**src/assert_macros.svh**
```systemverilog
// Assertion helpers used by base64_stream_codec.
`ifndef ASSERT_MACROS_SVH
`define ASSERT_MACROS_SVH

`ifndef NO_ASSERTIONS

`define ASSERT_IMPLIES(label, clk, rst_n, ante, cons) \
  label: assert property (@(posedge clk) disable iff (!rst_n) (ante) |-> (cons)) \
    else $error("assertion failed");

`define ASSERT_NEXT(label, clk, rst_n, ante, cons) \
  label: assert property (@(posedge clk) disable iff (!rst_n) (ante) |=> (cons)) \
    else $error("assertion failed");

`else

`define ASSERT_IMPLIES(label, clk, rst_n, ante, cons)

`define ASSERT_NEXT(label, clk, rst_n, ante, cons)

`endif

`endif

```
**src/b64_pkg.sv**
```systemverilog
`timescale 1ns / 1ps

package b64_pkg;

  localparam int ACC_W  = 12;
  localparam int CNT_W  = 4;
  localparam int SYM_W  = 6;
  localparam int BYTE_W = 8;

  localparam logic MODE_ENCODE = 1'b0;
  localparam logic MODE_DECODE = 1'b1;

  typedef struct packed {
    logic              enc;
    logic [BYTE_W-1:0] d0;
    logic [BYTE_W-1:0] d1;
    logic              two;
    logic              nd;
    logic              last;
  } b64_job_t;

  function automatic logic [BYTE_W-1:0] sym_char(input logic [SYM_W-1:0] v);
    logic [BYTE_W-1:0] w;
    w = {2'b00, v};
    if (v < 6'd26) begin
      sym_char = w + 8'd65;
    end else if (v < 6'd52) begin
      sym_char = w + 8'd71;
    end else if (v < 6'd62) begin
      sym_char = w - 8'd4;
    end else if (v == 6'd62) begin
      sym_char = 8'h2B;
    end else begin
      sym_char = 8'h2F;
    end
  endfunction

  function automatic logic [SYM_W-1:0] sym_value(input logic [BYTE_W-1:0] c);
    logic [BYTE_W-1:0] t;
    t = '0;
    if (c >= 8'h41 && c <= 8'h5A) begin
      t = c - 8'h41;
    end else if (c >= 8'h61 && c <= 8'h7A) begin
      t = c - 8'h47;
    end else if (c >= 8'h30 && c <= 8'h39) begin
      t = c + 8'd4;
    end else if (c == 8'h2B) begin
      t = 8'd62;
    end else if (c == 8'h2F) begin
      t = 8'd63;
    end
    sym_value = t[SYM_W-1:0];
  endfunction

endpackage

```
**src/b64_front.sv**
```systemverilog
`timescale 1ns / 1ps

module b64_front (
  input  logic                        clk,
  input  logic                        rst_n,
  input  logic                        cfg_we,
  input  logic                        cfg_mode,
  input  logic                        accept,
  input  logic [b64_pkg::BYTE_W-1:0]  data,
  input  logic                        last,
  output logic                        job_push,
  output b64_pkg::b64_job_t           job
);

  logic                       mode_r, mode_nxt;
  logic [b64_pkg::ACC_W-1:0]  acc_r, acc_nxt;
  logic [b64_pkg::CNT_W-1:0]  cnt_r, cnt_nxt;

  logic [b64_pkg::ACC_W-1:0]  acc8, acc6, acc_new;
  logic [b64_pkg::CNT_W-1:0]  cnt_new;
  logic [b64_pkg::SYM_W-1:0]  dval;
  logic                       byte_out;

  always_comb begin
    acc8     = {acc_r[3:0], data};
    dval     = b64_pkg::sym_value(data);
    acc6     = {acc_r[5:0], dval};
    job      = '0;
    job.last = last;
    byte_out = 1'b0;
    acc_new  = acc8;
    cnt_new  = '0;
    if (mode_r == b64_pkg::MODE_ENCODE) begin
      job.enc = 1'b1;
      acc_new = acc8;
      unique case (cnt_r)
        4'd2: begin
          job.d0  = {2'b00, acc8[9:4]};
          job.d1  = {2'b00, acc8[3:0], 2'b00};
          job.two = last;
          cnt_new = 4'd4;
        end
        4'd4: begin
          job.d0  = {2'b00, acc8[11:6]};
          job.d1  = {2'b00, acc8[5:0]};
          job.two = 1'b1;
          cnt_new = 4'd0;
        end
        default: begin
          job.d0  = {2'b00, acc8[7:2]};
          job.d1  = {2'b00, acc8[1:0], 4'b0000};
          job.two = last;
          cnt_new = 4'd2;
        end
      endcase
    end else begin
      acc_new = acc6;
      unique case (cnt_r)
        4'd2: begin
          job.d0   = acc6[7:0];
          byte_out = 1'b1;
          cnt_new  = 4'd0;
        end
        4'd4: begin
          job.d0   = acc6[9:2];
          byte_out = 1'b1;
          cnt_new  = 4'd2;
        end
        4'd6: begin
          job.d0   = acc6[11:4];
          byte_out = 1'b1;
          cnt_new  = 4'd4;
        end
        default: begin
          cnt_new = 4'd6;
        end
      endcase
      job.nd = !byte_out;
    end
    job_push = accept && (job.enc || byte_out || last);
  end

  always_comb begin
    mode_nxt = mode_r;
    acc_nxt  = acc_r;
    cnt_nxt  = cnt_r;
    if (cfg_we) begin
      mode_nxt = cfg_mode;
      acc_nxt  = '0;
      cnt_nxt  = '0;
    end else if (accept) begin
      acc_nxt = last ? '0 : acc_new;
      cnt_nxt = last ? '0 : cnt_new;
    end
  end

  always_ff @(posedge clk) begin
    if (!rst_n) begin
      mode_r <= b64_pkg::MODE_ENCODE;
      acc_r  <= '0;
      cnt_r  <= '0;
    end else begin
      mode_r <= mode_nxt;
      acc_r  <= acc_nxt;
      cnt_r  <= cnt_nxt;
    end
  end

endmodule

```
**src/b64_queue.sv**
```systemverilog
`timescale 1ns / 1ps

module b64_queue #(
  parameter int DEPTH = 4
) (
  input  logic               clk,
  input  logic               rst_n,
  input  logic               push,
  input  b64_pkg::b64_job_t  wr_job,
  output logic               full,
  input  logic               pop,
  output b64_pkg::b64_job_t  rd_job,
  output logic               empty
);

  localparam int PTR_W = $clog2(DEPTH);
  localparam int CNT_W = $clog2(DEPTH + 1);
  localparam logic [PTR_W-1:0] LAST_PTR = PTR_W'(DEPTH - 1);
  localparam logic [CNT_W-1:0] FULL_CNT = CNT_W'(DEPTH);

  b64_pkg::b64_job_t mem [DEPTH];

  logic [PTR_W-1:0] wr_ptr_r, wr_ptr_nxt;
  logic [PTR_W-1:0] rd_ptr_r, rd_ptr_nxt;
  logic [CNT_W-1:0] cnt_r, cnt_nxt;
  logic             do_push, do_pop;

  assign full    = (cnt_r == FULL_CNT);
  assign empty   = (cnt_r == '0);
  assign do_push = push && !full;
  assign do_pop  = pop && !empty;
  assign rd_job  = mem[rd_ptr_r];

  always_comb begin
    wr_ptr_nxt = wr_ptr_r;
    rd_ptr_nxt = rd_ptr_r;
    cnt_nxt    = cnt_r;
    if (do_push) begin
      wr_ptr_nxt = (wr_ptr_r == LAST_PTR) ? '0 : wr_ptr_r + 1'b1;
    end
    if (do_pop) begin
      rd_ptr_nxt = (rd_ptr_r == LAST_PTR) ? '0 : rd_ptr_r + 1'b1;
    end
    if (do_push && !do_pop) begin
      cnt_nxt = cnt_r + 1'b1;
    end else if (do_pop && !do_push) begin
      cnt_nxt = cnt_r - 1'b1;
    end
  end

  always_ff @(posedge clk) begin
    if (do_push) begin
      mem[wr_ptr_r] <= wr_job;
    end
  end

  always_ff @(posedge clk) begin
    if (!rst_n) begin
      wr_ptr_r <= '0;
      rd_ptr_r <= '0;
      cnt_r    <= '0;
    end else begin
      wr_ptr_r <= wr_ptr_nxt;
      rd_ptr_r <= rd_ptr_nxt;
      cnt_r    <= cnt_nxt;
    end
  end

endmodule

```
**src/b64_back.sv**
```systemverilog
`timescale 1ns / 1ps

module b64_back (
  input  logic                        clk,
  input  logic                        rst_n,
  input  b64_pkg::b64_job_t           job,
  input  logic                        q_empty,
  output logic                        q_pop,
  output logic                        out_empty,
  input  logic                        out_pop,
  output logic [b64_pkg::BYTE_W-1:0]  out_data,
  output logic                        out_no_data,
  output logic                        out_last
);

  logic                       valid_r, valid_nxt;
  logic                       phase_r, phase_nxt;
  logic [b64_pkg::BYTE_W-1:0] data_r, data_nxt;
  logic                       nd_r, nd_nxt;
  logic                       last_r, last_nxt;
  logic [b64_pkg::BYTE_W-1:0] sel;
  logic                       load;

  always_comb begin
    load      = !q_empty && (!valid_r || out_pop);
    sel       = phase_r ? job.d1 : job.d0;
    data_nxt  = job.enc ? b64_pkg::sym_char(sel[b64_pkg::SYM_W-1:0]) : sel;
    nd_nxt    = job.nd;
    last_nxt  = job.last && (phase_r || !job.two);
    q_pop     = load && (phase_r || !job.two);
    phase_nxt = load ? (!phase_r && job.two) : phase_r;
    valid_nxt = load ? 1'b1 : (out_pop ? 1'b0 : valid_r);
  end

  always_ff @(posedge clk) begin
    if (load) begin
      data_r <= data_nxt;
      nd_r   <= nd_nxt;
      last_r <= last_nxt;
    end
  end

  always_ff @(posedge clk) begin
    if (!rst_n) begin
      valid_r <= 1'b0;
      phase_r <= 1'b0;
    end else begin
      valid_r <= valid_nxt;
      phase_r <= phase_nxt;
    end
  end

  assign out_empty   = !valid_r;
  assign out_data    = data_r;
  assign out_no_data = nd_r;
  assign out_last    = last_r;

endmodule

```
**src/base64_stream_codec.sv**
```systemverilog
`timescale 1ns / 1ps

// Unpadded Base64 stream codec (A-Z a-z 0-9 + /). cfg_mode 0 encodes bytes
// to symbols, 1 decodes symbols to bytes; any cfg transfer also drops a
// partial message. Input items are taken one per cycle, unless in_full, into
// a job queue of QUEUE_DEPTH entries; the result port drives one result per
// cycle while out_pop takes them, so an item giving two results (every third
// byte when encoding, or a final byte with leftover bits) occupies the result
// port for both results in turn. Encode is bounded by the result port (3
// bytes give 4 results); decode sustains 1 symbol per cycle. Results pass
// the job queue, then the b64_back output register. A last item that yields
// no byte produces one marker result with out_no_data and out_last set.
module base64_stream_codec #(
  parameter int QUEUE_DEPTH = 4
) (
  input  logic       clk,
  input  logic       rst_n,
  input  logic       cfg_valid,
  output logic       cfg_ready,
  input  logic       cfg_mode,
  input  logic       in_push,
  output logic       in_full,
  input  logic [7:0] in_data,
  input  logic       in_last,
  output logic       out_empty,
  input  logic       out_pop,
  output logic [7:0] out_data,
  output logic       out_no_data,
  output logic       out_last
);

`include "assert_macros.svh"

  b64_pkg::b64_job_t fr_job, q_job;
  logic              fr_push, q_full, q_empty, q_pop, in_accept;

  assign cfg_ready = 1'b1;
  assign in_full   = q_full;
  assign in_accept = in_push && !q_full;

  b64_front u_front (
    .clk      (clk),
    .rst_n    (rst_n),
    .cfg_we   (cfg_valid && cfg_ready),
    .cfg_mode (cfg_mode),
    .accept   (in_accept),
    .data     (in_data),
    .last     (in_last),
    .job_push (fr_push),
    .job      (fr_job)
  );

  b64_queue #(
    .DEPTH (QUEUE_DEPTH)
  ) u_queue (
    .clk    (clk),
    .rst_n  (rst_n),
    .push   (fr_push),
    .wr_job (fr_job),
    .full   (q_full),
    .pop    (q_pop),
    .rd_job (q_job),
    .empty  (q_empty)
  );

  b64_back u_back (
    .clk         (clk),
    .rst_n       (rst_n),
    .job         (q_job),
    .q_empty     (q_empty),
    .q_pop       (q_pop),
    .out_empty   (out_empty),
    .out_pop     (out_pop),
    .out_data    (out_data),
    .out_no_data (out_no_data),
    .out_last    (out_last)
  );

  `ASSERT_NEXT(a_back_refill, clk, rst_n, !q_empty && out_empty, !out_empty)
  `ASSERT_IMPLIES(a_marker_form, clk, rst_n, !out_empty && out_no_data, out_last && out_data == '0)

endmodule
```
**config.mk**
```make
export PLATFORM = sky130hd
export DESIGN_NAME = base64_stream_codec
export DESIGN_NICKNAME = d
export VERILOG_FILES = /design/src/b64_pkg.sv /design/src/b64_front.sv /design/src/b64_queue.sv /design/src/b64_back.sv /design/src/base64_stream_codec.sv
export VERILOG_INCLUDE_DIRS = /design/src /design/src/src
export SDC_FILE = /design/constraint.sdc
export NUM_CORES = 1
export LEC_CHECK = 0
export ABC_AREA = 1
export BUFFER_PORTS_ARGS = -buffer_cell sky130_fd_sc_hd__buf_2
export CORE_ASPECT_RATIO = 0.8
export CORE_MARGIN = 2
export CORE_UTILIZATION = 30
export DETAILED_ROUTE_END_ITERATION = 8
export GPL_TIMING_DRIVEN = 1
export PLACE_DENSITY = 0.44
export SLEW_MARGIN = 10
export SYNTH_ARGS = -nofsm -noshare
export SYNTH_HDL_FRONTEND = slang
export SYNTH_SLANG_ARGS = --single-unit
```
**constraint.sdc**
```tcl
create_clock -name clk -period 3.81 [get_ports clk]
set_input_delay 0.381 -clock clk [delete_from_list [all_inputs] [get_ports clk]]
set_output_delay 0.381 -clock clk [all_outputs]
set_load 0.01 [all_outputs]
```
==> flow_metrics.env <==
export IMPL_maxCapViolCount=0
export IMPL_slew_violations=0
export IMPL_multi_input_area_mm2=0.00240
export IMPL_syn_avg_cell_area_um2=8.38
export IMPL_yosysWarnings=0
export IMPL_vias_per_cell=4.65
export IMPL_cts_buffer_depth=2
export IMPL_outcome="complete, no violations"
export IMPL_cp_slowest_cell="dfxtp_1"
export IMPL_leakage_uw=0.00283
export IMPL_clock_sinks=102
export IMPL_layout_common_cells="nand2_1, inv_1, edfxtp_1"
export IMPL_vias=4596
export IMPL_syn_to_final_growth_pct=11.3
export IMPL_fin_crit_ps=2930
export IMPL_ys_seq_elements=102
export IMPL_rsz0062_at_grt="no"
export IMPL_finalNetCount=767
export IMPL_tightestPinTransition_ps=696
export IMPL_peakVddDrop_uv=257
export IMPL_cts_tree="done"
export IMPL_critPathRequiredTime_ps=3910
export IMPL_crit_path_start_kind="flop"
export IMPL_hp_class="input pin to flop"
export IMPL_cp_arrival_ps=3030
export IMPL_synthCells=699
export IMPL_fin_crit_sh_pct=76.8
export IMPL_numCtsBuffers=9
export IMPL_syn_num_nets=740
export IMPL_maxSlewHeadroom_pct=53.6
export IMPL_crit_fanout=19
export IMPL_grt_pass1_wl_um=23700
export IMPL_cp_common_cell="nand2_1"
export IMPL_core_area_mm2=0.0191
export IMPL_insertion_delay_ps=350
export IMPL_dieWidth_um=160
export IMPL_grt_total_usage_pct=14.4
export IMPL_path_class="flop to flop"
export IMPL_drc=0
export IMPL_ys_types=43
export IMPL_antenna_found_initial=0
export IMPL_postRouteAntennaNets=0
export IMPL_hold_viol=0
export IMPL_layout_commonest_cell="nand2_1"
export IMPL_synth_flop_cell="edfxtp_1"
export IMPL_post_cts_resized=0
export IMPL_drive_gt1_share_pct=10.5
export IMPL_fmax_mhz=342
export IMPL_syn_cell_area_mm2=0.00586
export IMPL_fill_cells=1987
export IMPL_stdcell_area_mm2=0.00652
export IMPL_grt_max_degree=37
export IMPL_synthArstFlopShare_pct=0
export IMPL_first_iter_violations=325
export IMPL_io_buffer_count=26
export IMPL_routabilityCongestion=0.870
export IMPL_hpwl_um=10300
export IMPL_grt_pass1_vias=4537
export IMPL_htreeDepth=3
export IMPL_routedWlPerCell_um=14.6
export IMPL_dpl_instance_area_mm2=0.00623
export IMPL_clk_pin_slew_ps=70
export IMPL_wl_um=14400
export IMPL_worstSetupEndpointType="flop"
export IMPL_setup_tns_ps=0
export IMPL_regArea_mm2=0.00286
export IMPL_slowest_delay_ps=770
export IMPL_finClkSkew_ps=12.6
export IMPL_die_y_um=129
export IMPL_synth_edff_count=82
export IMPL_dieArea_mm2=0.0207
export IMPL_worstPathCellList="inv_2 -> nand3_1 -> nand2_1 -> nand2_1 -> nand2_2 -> ha_1 -> inv_1 -> nand2_2 -> a21oi_4 -> a21oi_1 -> nand2_1 -> nand2_1"
export IMPL_io_pin_count=28
export IMPL_setup_viol=0
export IMPL_yosysSeqAreaShare_pct=48.9
export IMPL_power_density_mw_per_mm2=668
export IMPL_cts_hold_buf=0
export IMPL_cts_setup_buffers=0
export IMPL_diodes=0
export IMPL_rows=45
export IMPL_clk_root_buffer_cell="clkbuf_16"
export IMPL_firstDrtPassIters=4
export IMPL_grt_overflow=0
export IMPL_start_util_pct=30.7
-- cell families after synthesis --
| family | count (synthesis) | share of synthesized area, % |
|---|---|---|
| buffers and inverters | 136 | 10.2 |
| DFF | 102 | 48.9 |
| adders and majority gates | 26 | 5.68 |
| xor gates and xnor gates | 9 | 1.35 |
| other | 1 | 0.0640 |
| AOI/OAI and AO/OA | 91 | 9.20 |
| and+or+nand+nor | 334 | 24.6 |
-- power by group --
| group | switching [uW] | internal (uW) |
|---|---|---|
| logic | 1300 | 609 |
| clock network | 438 | 459 |
| registers | 98.0 | 1450 |
-- synth_stat cells (all sizes together), types with 2 or more instances --
master	count	area share, %
nand2	192	13
ha	25	5.3
nand3b	2	0.26
a31oi	2	0.21
clkinv	4	0.26
buf	16	2.4
clkbuf	3	0.19
dfxtp	20	6.8
nor2	53	3.7
inv	113	7.4
o211ai	2	0.26
o21ai	36	3.1
nor3	6	0.51
nand4	9	0.96
a21oi	31	2.8
o22ai	13	1.4
a32o	2	0.34
xor2	9	1.3
edfxtp	82	42
nand3	67	5.8
or2	5	0.58
-- worst paths after layout --
check                                 startpoint            endpoint  slack, ps  cells after the start
worst max-delay path                        flop  u_back.out_data[5]        880                     12
worst min-delay path                   cfg_valid      u_front.mode_r        310                      3
worst max register to register              flop  u_back.out_data[5]        880                     12
worst min register to register  u_front.acc_r[5]    u_front.acc_r[5]        470                      2
-- state kept, by name, summed over array words and instances, names as in the netlist, named ones only --
name                count
u_front.acc_r           6
u_front.mode_r          1
u_queue.wr_ptr_r        2
u_back.out_no_data      1
u_front.cnt_r           2
u_queue.cnt_r           3
u_queue.mem            72
u_back.phase_r          1
u_back.out_data         8
u_queue.rd_ptr_r        2
u_back.out_last         1
u_back.valid_r          1
-- through the flow --
step,hold WS (ps),total power [uW],std cells,worst slack (ps),utilization [%]
detailed placement,466,3490,973,804,32.6
finish,313,4350,989,882,34.2
CTS,302,4400,989,813,34.2
global placement,468,3490,973,816,32.6
global route,327,4730,989,559,34.2
floorplan,445,3020,699,1480,-
-- metal layers --
| layer | wire (um) | up-vias | GRT usage [%] |
|---|---|---|---|
| met3 | 473 | 14 | 2.45 |
| li1 | - | 2326 | - |
| met2 | 6400 | 88 | 23.4 |
| met4 | 117 | 0 | 2.81 |
| met1 | 7420 | 2168 | 20.5 |
| met5 | 0 | - | 0 |
-- layout make-up --
class / count / share of cell area (%)
Sequential cell: 102 / 43.9
Clock inverter: 7 / 1.07
Multi-Input combinational cell: 461 / 36.8
Inverter: 117 / 6.85
Timing Repair Buffer: 35 / 3.03
Tap cell: 258 / 4.95
Clock buffer: 9 / 3.45
-- critical path, delay by kind of cell, from the launching register on --
family | cells | cell delay [ps]
fa+ha+maj | 1 | 300
flops | 1 | 770
simple gates | 7 | 770
buf+inv | 2 | 490
compound gates | 2 | 350
(Power assumes the default switching activity.)
